<file path="src/utf8_indic_to_byte_transcoder_core_assert.svh">
// Assertion macros shared by the transcoder RTL.
// Included by the top level; depends on nothing else.
`ifndef UTF8_INDIC_TO_BYTE_TRANSCODER_CORE_ASSERT_SVH
`define UTF8_INDIC_TO_BYTE_TRANSCODER_CORE_ASSERT_SVH

// Same-cycle implication, disabled while reset is high.
`define UIT_ASSERT_NOW(label, clk, rst, ante, cons, msg) \
   label: assert property (@(posedge clk) disable iff (rst) (ante) |-> (cons)) \
      else $error(msg);

// Next-cycle implication, disabled while reset is high.
`define UIT_ASSERT_NEXT(label, clk, rst, ante, cons, msg) \
   label: assert property (@(posedge clk) disable iff (rst) (ante) |=> (cons)) \
      else $error(msg);

`endif

</file>
<file path="src/uit_pkg.sv">
// Shared types, codes and glyph tables of the UTF-8 to code page transcoder.
// Used by every module of the block; depends on nothing.
package uit_pkg;

   localparam int unsigned BYTE_W   = 8;
   localparam int unsigned STATUS_W = 2;
   localparam int unsigned ROM_IDX_W = 7;
   localparam int unsigned ROM_DEPTH = 128;

   localparam logic [BYTE_W-1:0] LEAD_INDIC  = 8'hE0;
   localparam logic [BYTE_W-1:0] LEAD_JOINER = 8'hE2;
   localparam logic [BYTE_W-1:0] BLK_DEVA_A  = 8'hA4;
   localparam logic [BYTE_W-1:0] BLK_DEVA_B  = 8'hA5;
   localparam logic [BYTE_W-1:0] BLK_BENG_A  = 8'hA6;
   localparam logic [BYTE_W-1:0] BLK_BENG_B  = 8'hA7;
   localparam logic [BYTE_W-1:0] BLK_SINH_A  = 8'hB6;
   localparam logic [BYTE_W-1:0] BLK_SINH_B  = 8'hB7;
   localparam logic [BYTE_W-1:0] OFS_FIRST   = 8'h80;
   localparam logic [BYTE_W-1:0] OFS_SECOND  = 8'h40;

   typedef enum logic [STATUS_W-1:0] {
      ST_EMIT     = 2'd0,
      ST_UNMAPPED = 2'd1,
      ST_STRAY    = 2'd2,
      ST_JOINER   = 2'd3
   } status_type;

   typedef enum logic [1:0] {
      SEQ_IDLE   = 2'd0,
      SEQ_SECOND = 2'd1,
      SEQ_THIRD  = 2'd2
   } seq_state_type;

   typedef enum logic [1:0] {
      TBL_NONE = 2'd0,
      TBL_DEVA = 2'd1,
      TBL_BENG = 2'd2,
      TBL_SINH = 2'd3
   } table_sel_type;

   typedef struct packed {
      logic              valid;
      logic [BYTE_W-1:0] out_byte;
      status_type        status;
   } result_type;

   localparam logic [BYTE_W-1:0] DEVA_ROM [ROM_DEPTH] = '{
      8'hf7,8'hf0,8'hf1,8'hf2,8'h80,8'h80,8'h88,8'h82,8'h8a,8'h83,8'h8b,8'h84,8'h85,8'ha6,8'h86,8'h86,
      8'h8e,8'ha7,8'h87,8'ha7,8'h8f,8'hb0,8'hc0,8'hb1,8'hc1,8'hbd,8'hb2,8'hc2,8'hb3,8'hc3,8'hcd,8'hb4,
      8'hc4,8'hb5,8'hc5,8'hc6,8'hb7,8'hc7,8'hb8,8'hc8,8'hb6,8'hb6,8'hb9,8'hc9,8'hba,8'hca,8'he2,8'hbf,
      8'hbe,8'hde,8'hbb,8'hcb,8'h00,8'he0,8'hcc,8'hdc,8'hbc,8'he1,8'h00,8'h00,8'hf6,8'hf8,8'h98,8'h92,
      8'h9a,8'h93,8'h9b,8'h94,8'h9c,8'hae,8'h96,8'h96,8'h9e,8'haf,8'h97,8'h97,8'h9f,8'hf5,8'h96,8'h00,
      8'h00,8'h00,8'h00,8'h00,8'h00,8'hae,8'h00,8'h00,8'h00,8'h00,8'h00,8'h00,8'hd5,8'h00,8'h00,8'hdf,
      8'h8c,8'h8d,8'h95,8'h9d,8'hf9,8'hfa,8'h00,8'h00,8'h00,8'h00,8'h00,8'h00,8'h00,8'h00,8'h00,8'h00,
      8'h00,8'h00,8'h00,8'h00,8'h00,8'h00,8'h00,8'h00,8'h00,8'h00,8'h00,8'h00,8'h00,8'h00,8'h00,8'h00
   };

   localparam logic [BYTE_W-1:0] BENG_ROM [ROM_DEPTH] = '{
      8'h00,8'hf0,8'hf1,8'hf2,8'h00,8'h80,8'h88,8'h82,8'h8a,8'h83,8'h8b,8'h84,8'h85,8'h00,8'h00,8'h86,
      8'h8e,8'h00,8'h00,8'h87,8'h8f,8'hb0,8'hc0,8'hb1,8'hc1,8'hbd,8'hb2,8'hc2,8'hb3,8'hc3,8'hcd,8'hb4,
      8'hc4,8'hb5,8'hc5,8'hc6,8'hb7,8'hc7,8'hb8,8'hc8,8'hb6,8'h00,8'hb9,8'hc9,8'hba,8'hca,8'he2,8'hbf,
      8'hbe,8'h00,8'hbb,8'h00,8'h00,8'h00,8'hcc,8'hdc,8'hbc,8'he1,8'h00,8'h00,8'hf6,8'hf8,8'h98,8'h92,
      8'h9a,8'h93,8'h9b,8'h94,8'h9c,8'h00,8'h00,8'h96,8'h9e,8'h00,8'h00,8'h97,8'h9f,8'hf5,8'hb7,8'h00,
      8'h00,8'h00,8'h00,8'h00,8'h00,8'h00,8'h00,8'h9f,8'h00,8'h00,8'h00,8'h00,8'hde,8'hce,8'h00,8'hdf,
      8'h8c,8'h8d,8'h95,8'h9d,8'hf9,8'hfa,8'h30,8'h31,8'h32,8'h33,8'h34,8'h35,8'h36,8'h37,8'h38,8'h39,
      8'hbe,8'hbe,8'h00,8'h00,8'h00,8'h00,8'h00,8'h00,8'h00,8'h00,8'h00,8'h00,8'hf1,8'h00,8'h00,8'h00
   };

   localparam logic [BYTE_W-1:0] SINH_ROM [ROM_DEPTH] = '{
      8'h00,8'h00,8'hf1,8'hf2,8'h00,8'h80,8'h88,8'h81,8'h89,8'h82,8'h8a,8'h83,8'h8b,8'h84,8'h8c,8'h85,
      8'h8d,8'h86,8'ha6,8'h81,8'h87,8'ha7,8'h8f,8'h00,8'h00,8'h00,8'hb0,8'hc0,8'hb1,8'hc1,8'hbd,8'hd1,
      8'hb2,8'hc2,8'hb3,8'hc3,8'h00,8'h00,8'h00,8'hb4,8'hc4,8'hb5,8'hc5,8'hc6,8'hbd,8'hb7,8'hc7,8'hb8,
      8'hc8,8'hb6,8'h00,8'h00,8'hb9,8'hc9,8'hba,8'hca,8'he2,8'h00,8'hbf,8'hbe,8'h00,8'hbb,8'h00,8'h00,
      8'he0,8'hcc,8'hdc,8'hbc,8'he1,8'hcb,8'h00,8'h00,8'h00,8'h00,8'hf5,8'h00,8'h00,8'h00,8'h00,8'h91,
      8'h99,8'h99,8'h92,8'h9a,8'h93,8'h00,8'h9b,8'h00,8'h94,8'h96,8'hae,8'h9e,8'h97,8'haf,8'h9f,8'h9f,
      8'h00,8'h00,8'h00,8'h00,8'h00,8'h00,8'h00,8'h00,8'h00,8'h00,8'h00,8'h00,8'h00,8'h00,8'h00,8'h00,
      8'h00,8'h00,8'h9c,8'h9d,8'h00,8'h00,8'h00,8'h00,8'h00,8'h00,8'h00,8'h00,8'h00,8'h00,8'h00,8'h00
   };

endpackage

</file>
<file path="src/uit_glyph_lookup.sv">
// Glyph lookup: picks a table from the block byte and reads it at the third byte.
// Depends on uit_pkg for the tables and block constants.
module uit_glyph_lookup (
   input  logic [uit_pkg::BYTE_W-1:0] block_byte,
   input  logic [uit_pkg::BYTE_W-1:0] third_byte,
   output logic [uit_pkg::BYTE_W-1:0] glyph
);

   uit_pkg::table_sel_type            sel;
   logic [uit_pkg::BYTE_W-1:0]        offset;
   logic [uit_pkg::BYTE_W-1:0]        idx;
   logic [uit_pkg::ROM_IDX_W-1:0]     rom_idx;

   always_comb begin
      sel    = uit_pkg::TBL_NONE;
      offset = uit_pkg::OFS_FIRST;
      case (block_byte)
         uit_pkg::BLK_DEVA_A: begin
            sel    = uit_pkg::TBL_DEVA;
            offset = uit_pkg::OFS_FIRST;
         end
         uit_pkg::BLK_DEVA_B: begin
            sel    = uit_pkg::TBL_DEVA;
            offset = uit_pkg::OFS_SECOND;
         end
         uit_pkg::BLK_BENG_A: begin
            sel    = uit_pkg::TBL_BENG;
            offset = uit_pkg::OFS_FIRST;
         end
         uit_pkg::BLK_BENG_B: begin
            sel    = uit_pkg::TBL_BENG;
            offset = uit_pkg::OFS_SECOND;
         end
         uit_pkg::BLK_SINH_A: begin
            sel    = uit_pkg::TBL_SINH;
            offset = uit_pkg::OFS_FIRST;
         end
         uit_pkg::BLK_SINH_B: begin
            sel    = uit_pkg::TBL_SINH;
            offset = uit_pkg::OFS_SECOND;
         end
         default: begin
            sel    = uit_pkg::TBL_NONE;
            offset = uit_pkg::OFS_FIRST;
         end
      endcase
   end

   assign idx     = third_byte - offset;
   assign rom_idx = idx[uit_pkg::ROM_IDX_W-1:0];

   // An index of 128 or more falls outside the table and reads as unmapped.
   always_comb begin
      glyph = '0;
      if (!idx[uit_pkg::BYTE_W-1]) begin
         case (sel)
            uit_pkg::TBL_DEVA: glyph = uit_pkg::DEVA_ROM[rom_idx];
            uit_pkg::TBL_BENG: glyph = uit_pkg::BENG_ROM[rom_idx];
            uit_pkg::TBL_SINH: glyph = uit_pkg::SINH_ROM[rom_idx];
            default:           glyph = '0;
         endcase
      end
   end

endmodule

</file>
<file path="src/uit_seq_ctl.sv">
// Sequence tracker: holds the open multi-byte sequence and classifies each byte.
// Depends on uit_pkg and instantiates uit_glyph_lookup.
module uit_seq_ctl (
   input  logic                       clock,
   input  logic                       reset,
   input  logic                       step,
   input  logic [uit_pkg::BYTE_W-1:0] in_byte,
   output uit_pkg::result_type        result
);

   uit_pkg::seq_state_type      state_ff, state_in;
   logic                        joiner_ff, joiner_in;
   logic [uit_pkg::BYTE_W-1:0]  block_ff, block_in;
   logic [uit_pkg::BYTE_W-1:0]  glyph;

   uit_glyph_lookup u_lookup (
      .block_byte (block_ff),
      .third_byte (in_byte),
      .glyph      (glyph)
   );

   always_ff @(posedge clock) begin
      if (reset) begin
         state_ff  <= uit_pkg::SEQ_IDLE;
         joiner_ff <= 1'b0;
         block_ff  <= '0;
      end else if (step) begin
         state_ff  <= state_in;
         joiner_ff <= joiner_in;
         block_ff  <= block_in;
      end
   end

   always_comb begin
      state_in        = state_ff;
      joiner_in       = joiner_ff;
      block_in        = block_ff;
      result.valid    = 1'b0;
      result.out_byte = '0;
      result.status   = uit_pkg::ST_EMIT;
      case (state_ff)
         uit_pkg::SEQ_SECOND: begin
            if (!joiner_ff) begin
               block_in = in_byte;
            end
            state_in = uit_pkg::SEQ_THIRD;
         end
         uit_pkg::SEQ_THIRD: begin
            state_in     = uit_pkg::SEQ_IDLE;
            result.valid = 1'b1;
            if (joiner_ff) begin
               joiner_in     = 1'b0;
               result.status = uit_pkg::ST_JOINER;
            end else begin
               result.out_byte = glyph;
               result.status   = (glyph != '0) ? uit_pkg::ST_EMIT : uit_pkg::ST_UNMAPPED;
            end
         end
         default: begin
            state_in = uit_pkg::SEQ_IDLE;
            if (!in_byte[uit_pkg::BYTE_W-1]) begin
               result.valid    = 1'b1;
               result.out_byte = in_byte;
            end else if (in_byte inside {uit_pkg::LEAD_INDIC, uit_pkg::LEAD_JOINER}) begin
               state_in  = uit_pkg::SEQ_SECOND;
               joiner_in = (in_byte == uit_pkg::LEAD_JOINER);
            end else begin
               result.valid  = 1'b1;
               result.status = uit_pkg::ST_STRAY;
            end
         end
      endcase
   end

endmodule

</file>
<file path="src/utf8_indic_to_byte_transcoder_core.sv">
// Top level of the UTF-8 to single-byte code page transcoder.
// Depends on uit_pkg, uit_seq_ctl and the assertion macro header.
//
//   channel  direction  tdata            tuser
//   req      in         in_byte [7:0]    none
//   rsp      out        out_byte [7:0]   status [1:0]
//
// Each byte passes through the input register, each output word the result register.
// A new word is accepted every cycle unless rsp stalls; lead and second bytes yield no output.
// The input register advances whenever the result register is empty or being taken.
// Reset is synchronous and clears both valid flags and the open sequence.
`include "utf8_indic_to_byte_transcoder_core_assert.svh"

module utf8_indic_to_byte_transcoder_core (
   input  logic                         clock,
   input  logic                         reset,
   input  logic                         req_tvalid,
   output logic                         req_tready,
   input  logic [uit_pkg::BYTE_W-1:0]   req_tdata,   // [7:0] in_byte
   output logic                         rsp_tvalid,
   input  logic                         rsp_tready,
   output logic [uit_pkg::BYTE_W-1:0]   rsp_tdata,   // [7:0] out_byte
   output logic [uit_pkg::STATUS_W-1:0] rsp_tuser    // [1:0] status
);

   logic                        s1_valid_ff, s1_valid_in;
   logic [uit_pkg::BYTE_W-1:0]  s1_byte_ff;
   logic                        rsp_valid_ff, rsp_valid_in;
   logic [uit_pkg::BYTE_W-1:0]  rsp_byte_ff;
   uit_pkg::status_type         rsp_status_ff;
   logic                        s1_adv;
   logic                        req_take;
   uit_pkg::result_type         result;

   assign s1_adv     = s1_valid_ff && (!rsp_valid_ff || rsp_tready);
   assign req_tready = !s1_valid_ff || s1_adv;
   assign req_take   = req_tvalid && req_tready;

   uit_seq_ctl u_seq (
      .clock   (clock),
      .reset   (reset),
      .step    (s1_adv),
      .in_byte (s1_byte_ff),
      .result  (result)
   );

   always_comb begin
      s1_valid_in = s1_valid_ff;
      if (req_tready) begin
         s1_valid_in = req_tvalid;
      end
      rsp_valid_in = rsp_valid_ff;
      if (s1_adv) begin
         rsp_valid_in = result.valid;
      end else if (rsp_tready) begin
         rsp_valid_in = 1'b0;
      end
   end

   always_ff @(posedge clock) begin
      if (reset) begin
         s1_valid_ff  <= 1'b0;
         rsp_valid_ff <= 1'b0;
      end else begin
         s1_valid_ff  <= s1_valid_in;
         rsp_valid_ff <= rsp_valid_in;
      end
   end

   always_ff @(posedge clock) begin
      if (req_take) begin
         s1_byte_ff <= req_tdata;
      end
      if (s1_adv && result.valid) begin
         rsp_byte_ff   <= result.out_byte;
         rsp_status_ff <= result.status;
      end
   end

   assign rsp_tvalid = rsp_valid_ff;
   assign rsp_tdata  = rsp_byte_ff;
   assign rsp_tuser  = rsp_status_ff;

   `UIT_ASSERT_NOW(a_nonemit_zero, clock, reset,
      rsp_tvalid && (rsp_tuser != uit_pkg::ST_EMIT), rsp_tdata == '0,
      "Output word with a non-emit status carries a nonzero byte.")
   `UIT_ASSERT_NEXT(a_s1_hold, clock, reset,
      s1_valid_ff && !s1_adv, s1_valid_ff && $stable(s1_byte_ff),
      "Blocked input register lost or changed its word.")
   `UIT_ASSERT_NOW(a_ready_empty, clock, reset,
      !s1_valid_ff, req_tready,
      "Input not ready while the input register is empty.")
   `UIT_ASSERT_NEXT(a_result_loaded, clock, reset,
      s1_adv && result.valid, rsp_tvalid,
      "Result produced but result register not loaded.")

endmodule

</file>
<file path="config.mk">
export PLATFORM = sky130hd
export DESIGN_NAME = utf8_indic_to_byte_transcoder_core
export DESIGN_NICKNAME = d
export VERILOG_FILES = /design/src/uit_pkg.sv /design/src/uit_glyph_lookup.sv /design/src/uit_seq_ctl.sv /design/src/utf8_indic_to_byte_transcoder_core.sv
export VERILOG_INCLUDE_DIRS = /design/src /design/src/src
export SDC_FILE = /design/constraint.sdc
export NUM_CORES = 1
export LEC_CHECK = 0
export BUFFER_PORTS_ARGS = -buffer_cell sky130_fd_sc_hd__buf_2
export CORE_MARGIN = 2
export CORE_UTILIZATION = 25
export CTS_CLUSTER_SIZE = 25
export DETAILED_ROUTE_END_ITERATION = 8
export MAX_ROUTING_LAYER = met4
export SLEW_MARGIN = 5
export SYNTH_ARGS = -nofsm -noshare
export SYNTH_HDL_FRONTEND = slang
export SYNTH_SLANG_ARGS = --single-unit
</file>
<file path="constraint.sdc">
create_clock -name clock -period 4.2 [get_ports clock]
set_input_delay 0.84 -clock clock [delete_from_list [all_inputs] [get_ports clock]]
set_output_delay 0.84 -clock clock [all_outputs]
set_load 0.02 [all_outputs]
</file>
==> key figures <==
Clocking
  – CTS Hold Bufs: 0
  – Post-CTS Setup Bufs: 0
  – CTS buffer count: 5
  – Cts repair resizes: 0
  – CTS tree: done
  – Clock Pin Slew Worst Setup and Hold Paths: 0.05 ns
  – Worst-skew pair later-pin latency: 0.29 ns
  – CTS Root Buffer Type: clkbuf_16
  – Clk sinks: 31
  – H-tree depth: 2
  – CTS Buffer Depth: 2

Finish
  – Total Nets Final: 684
  – Most frequent cells in the layout: a21oi_1 (90), nand2_1 (79), nor2_1 (68)
  – # fillers: 1925
  – Layout cells sized above 1: 0.116
  – Final cell count without fillers: 881
  – Area Overhead vs Synth: 11.0%
  – Commonest non-fill, non-tap cell in the layout: a21oi_1

Job
  – Max Cap Viol: 0

Power
  – Leak pwr: 1.72 nW
  – Power per cell area: 242 nW/um^2
  – Largest vdd supply drop: 0.164 mV
  – Tot Pwr: 1.19 mW

Placed design
  – Placed cell count: 872
  – Buffers added on ports: 23
  – Routability Congestion: 1.10
  – Pre-CTS setup slack: 0.731 ns
  – Dpl hpwl: 14700 um

Critical path
  – Reg2Reg Setup Slack: 0.65 ns
  – Crit Path Max Fanout: 8
  – Crit path to: rsp_tuser[0]
  – Reg-to-Reg Start: u_seq.block_ff[7]
  – Worst path max stage delay: 0.53 ns
  – Crit-path cells: nor4bb_1 > nand2_1 > a21oi_1 > and2_1 > ha_1 > inv_1 > buf_4 > o211ai_1 > a32oi_1 > o22ai_1 > o21a_1 > or4b_1 > o21ai_1
  – R2r worst-path depth: 13
  – R2r endpoint: rsp_tuser[0]
  – WS Path Type: reg2reg
  – CP Depth: 13
  – CP max stage cell: or4b_1
  – CP arrival: 3.70 ns
  – WP data required: 4.34 ns
  – Crit end category: flip-flop
  – Top delay family on crit path: simple AND/OR/NAND/NOR gates
  – CP bufs+invs: 2
  – Worst setup path startpoint: u_seq.block_ff[7]
  – Worst Setup Start Kind: flip-flop

Timing
  – Worst Setup Slack, final: 0.646 ns
  – Worst slew margin: 0.475
  – Min cycle time layout: 3.55 ns
  – Endpoints failing setup: 0
  – Fin. Hold Viols: 0
  – Worst Hold Slack: 0.475 ns
  – Max-slew violations: 0
  – F_max: 281 MHz
  – Fin Setup TNS: 0 ns
  – Worst-margin pin slew: 0.787 ns
  – Final Cycle Share: 0.846
  – Clock skew: 0.00375 ns
  – RSZ-0062 raised after global routing: no

Yosys
  – Largest family of logic cells by synthesized area: compound AO/OA/AOI/OAI gates
  – Area of the mapped netlist: 4430 sq um
  – Largest cells by area after synthesis: edfxtp_1 (12%), a21oi_1 (10%), nand2_1 (6.7%), o21ai_0 (6.4%), dfxtp_1 (5.9%)
  – Avg Cell Area, Syn: 6.76 sq um
  – Mapped Nets: 685
  – EDFF count, synth: 18
  – Post-synthesis compound-gate area fraction: 0.400
  – Asr flop ratio synth: 0
  – Yosys cell types: 72
  – Largest area contributor in the netlist: edfxtp_1
  – Yosys warns: 0
  – Simple-Gate Fraction of Synth Area: 0.250
  – Seq cells post-synth: 31
  – Synth Flop Type: edfxtp_1
  – Xor/xnor share of the synthesized area: 0.00593
  – Post-Syn Instances: 655
  – Post-synthesis adder-cell area fraction: 0.0509
  – Share of the synthesized area in the top cell type: 0.122
  – Multiplexer share of the synthesized area: 0.0206
  – Register area share after synthesis: 0.181

Hold path
  – HP Class: reg2reg

Floorplan
  – Initial Util: 0.256
  – Num rows: 48
  – Die Y-Extent: 137 um
  – DIE AREA: 18800 sq um
  – Ports: 24
  – CORE AREA: 17300 sq um
  – Die width: 137 um

Routing
  – First-pass iteration count of the detailed router: 6
  – Drt via density: 6.43
  – DR vias: 5669
  – DR DRC count: 0
  – DR iter-0 viols: 874
  – Post-route ant nets: 0
  – DR WL/cell: 23.4 um
  – Post-Route WL: 20600 um

Global route
  – Global route overflow: 0
  – GR Util All Layers: 0.226
  – Largest net degree at the start of global routing: 92
  – Vias in the first global route: 5169
  – Initial antenna violation count: 1
  – First-pass GRT wire length: 30800 um

Outcome
  – Outcome: completed
-- synthesized netlist by cell type (all sizes together) (3+ instances only) --
master   instances
edfxtp          18
a21oi           91
nand2b          17
nand4            4
nor2            68
o21a             4
a31oi           15
o31ai            9
mux2i            8
inv             15
a311oi           7
o31a             3
clkbuf          21
nor4             4
o21ai           61
nand2           79
o211ai          13
or3              9
nand3           15
dfxtp           13
and3             3
a21o             4
nor3             6
a311o            4
a221oi           6
or2              5
buf             45
and2             5
ha              18
a2111oi          4
o22a             3
a211oi          18
o22ai            6
o32ai            4
nor2b           14
-- registers in the layout, indices dropped and copies added (netlist names) --
name / cells
rsp_tuser: 2
u_seq.joiner_ff: 1
u_seq.state_ff: 2
u_seq.block_ff: 8
rsp_tdata: 8
s1_byte_ff: 8
rsp_tvalid: 1
s1_valid_ff: 1
-- worst min-delay path by stage --
| stage | startpoint | end | slack, ns | depth (start not counted) |
|---|---|---|---|---|
| 3_5_place_dp | u_seq.joiner_ff | u_seq.joiner_ff | 0.47 | 2 |
| 4_1_cts | u_seq.joiner_ff | u_seq.joiner_ff | 0.47 | 2 |
| 6_report | u_seq.joiner_ff | u_seq.joiner_ff | 0.47 | 2 |
| 5_1_grt | u_seq.state_ff[1] | u_seq.state_ff[1] | 0.50 | 2 |
| 2_1_floorplan | u_seq.joiner_ff | u_seq.joiner_ff | 0.44 | 2 |
| 3_3_place_gp | u_seq.joiner_ff | u_seq.joiner_ff | 0.46 | 2 |
-- per-layer routing --
metal	share of wire	wire [um]	vias up	track usage
met5	0	0	-	-
met1	0.38	7900	2640	0.276
met4	0.079	1640	0	0.148
met3	0.12	2450	143	0.0626
met2	0.42	8630	440	0.324
li1	-	-	2446	-
-- report_power, final --
part	internal, mW	leakage [nW]	switching [mW]	total, mW
combinational	0.136	1.36	0.303	0.439
clock	0.276	0.0812	0.135	0.411
sequential	0.334	0.277	0.00763	0.341
total	0.746	1.72	0.446	1.19
-- area by class of cell --
type                            count  area, sq um  share of cell area
Antenna cell                        1         2.50            0.000509
Clock buffer                        5          125              0.0254
Clock inverter                      3         38.8             0.00789
Inverter                           15         56.3              0.0115
Multi-Input combinational cell    543         3220               0.655
Sequential cell                    31          801               0.163
Tap cell                          225          282              0.0573
Timing Repair Buffer               58          390              0.0794
-- through the flow --
step / cell area (sq um) / utilization
finish: 4920 / 0.284
CTS: 4910 / 0.284
floorplan: 4430 / -
global route: 4920 / 0.284
global placement: 4750 / 0.275
detailed placement: 4750 / 0.275
-- worst register-to-register path: stages (launching register included) --
cell and delay, ns:
dfxtp_1 0.32, nor4bb_1 0.35, nand2_1 0.19, a21oi_1 0.22, and2_1 0.16, ha_1 0.37, inv_1 0.25, buf_4 0.21
o211ai_1 0.13, a32oi_1 0.23, o22ai_1 0.12, o21a_1 0.19, or4b_1 0.53, o21ai_1 0.14
-- kinds of logic after synthesis --
logic type | after synthesis
fa+ha+maj | 18
simple gates | 236
flops | 31
xor+xnor | 3
mux | 9
compound gates | 277
buf+inv | 81
Power figures use the tool's default switching activity.
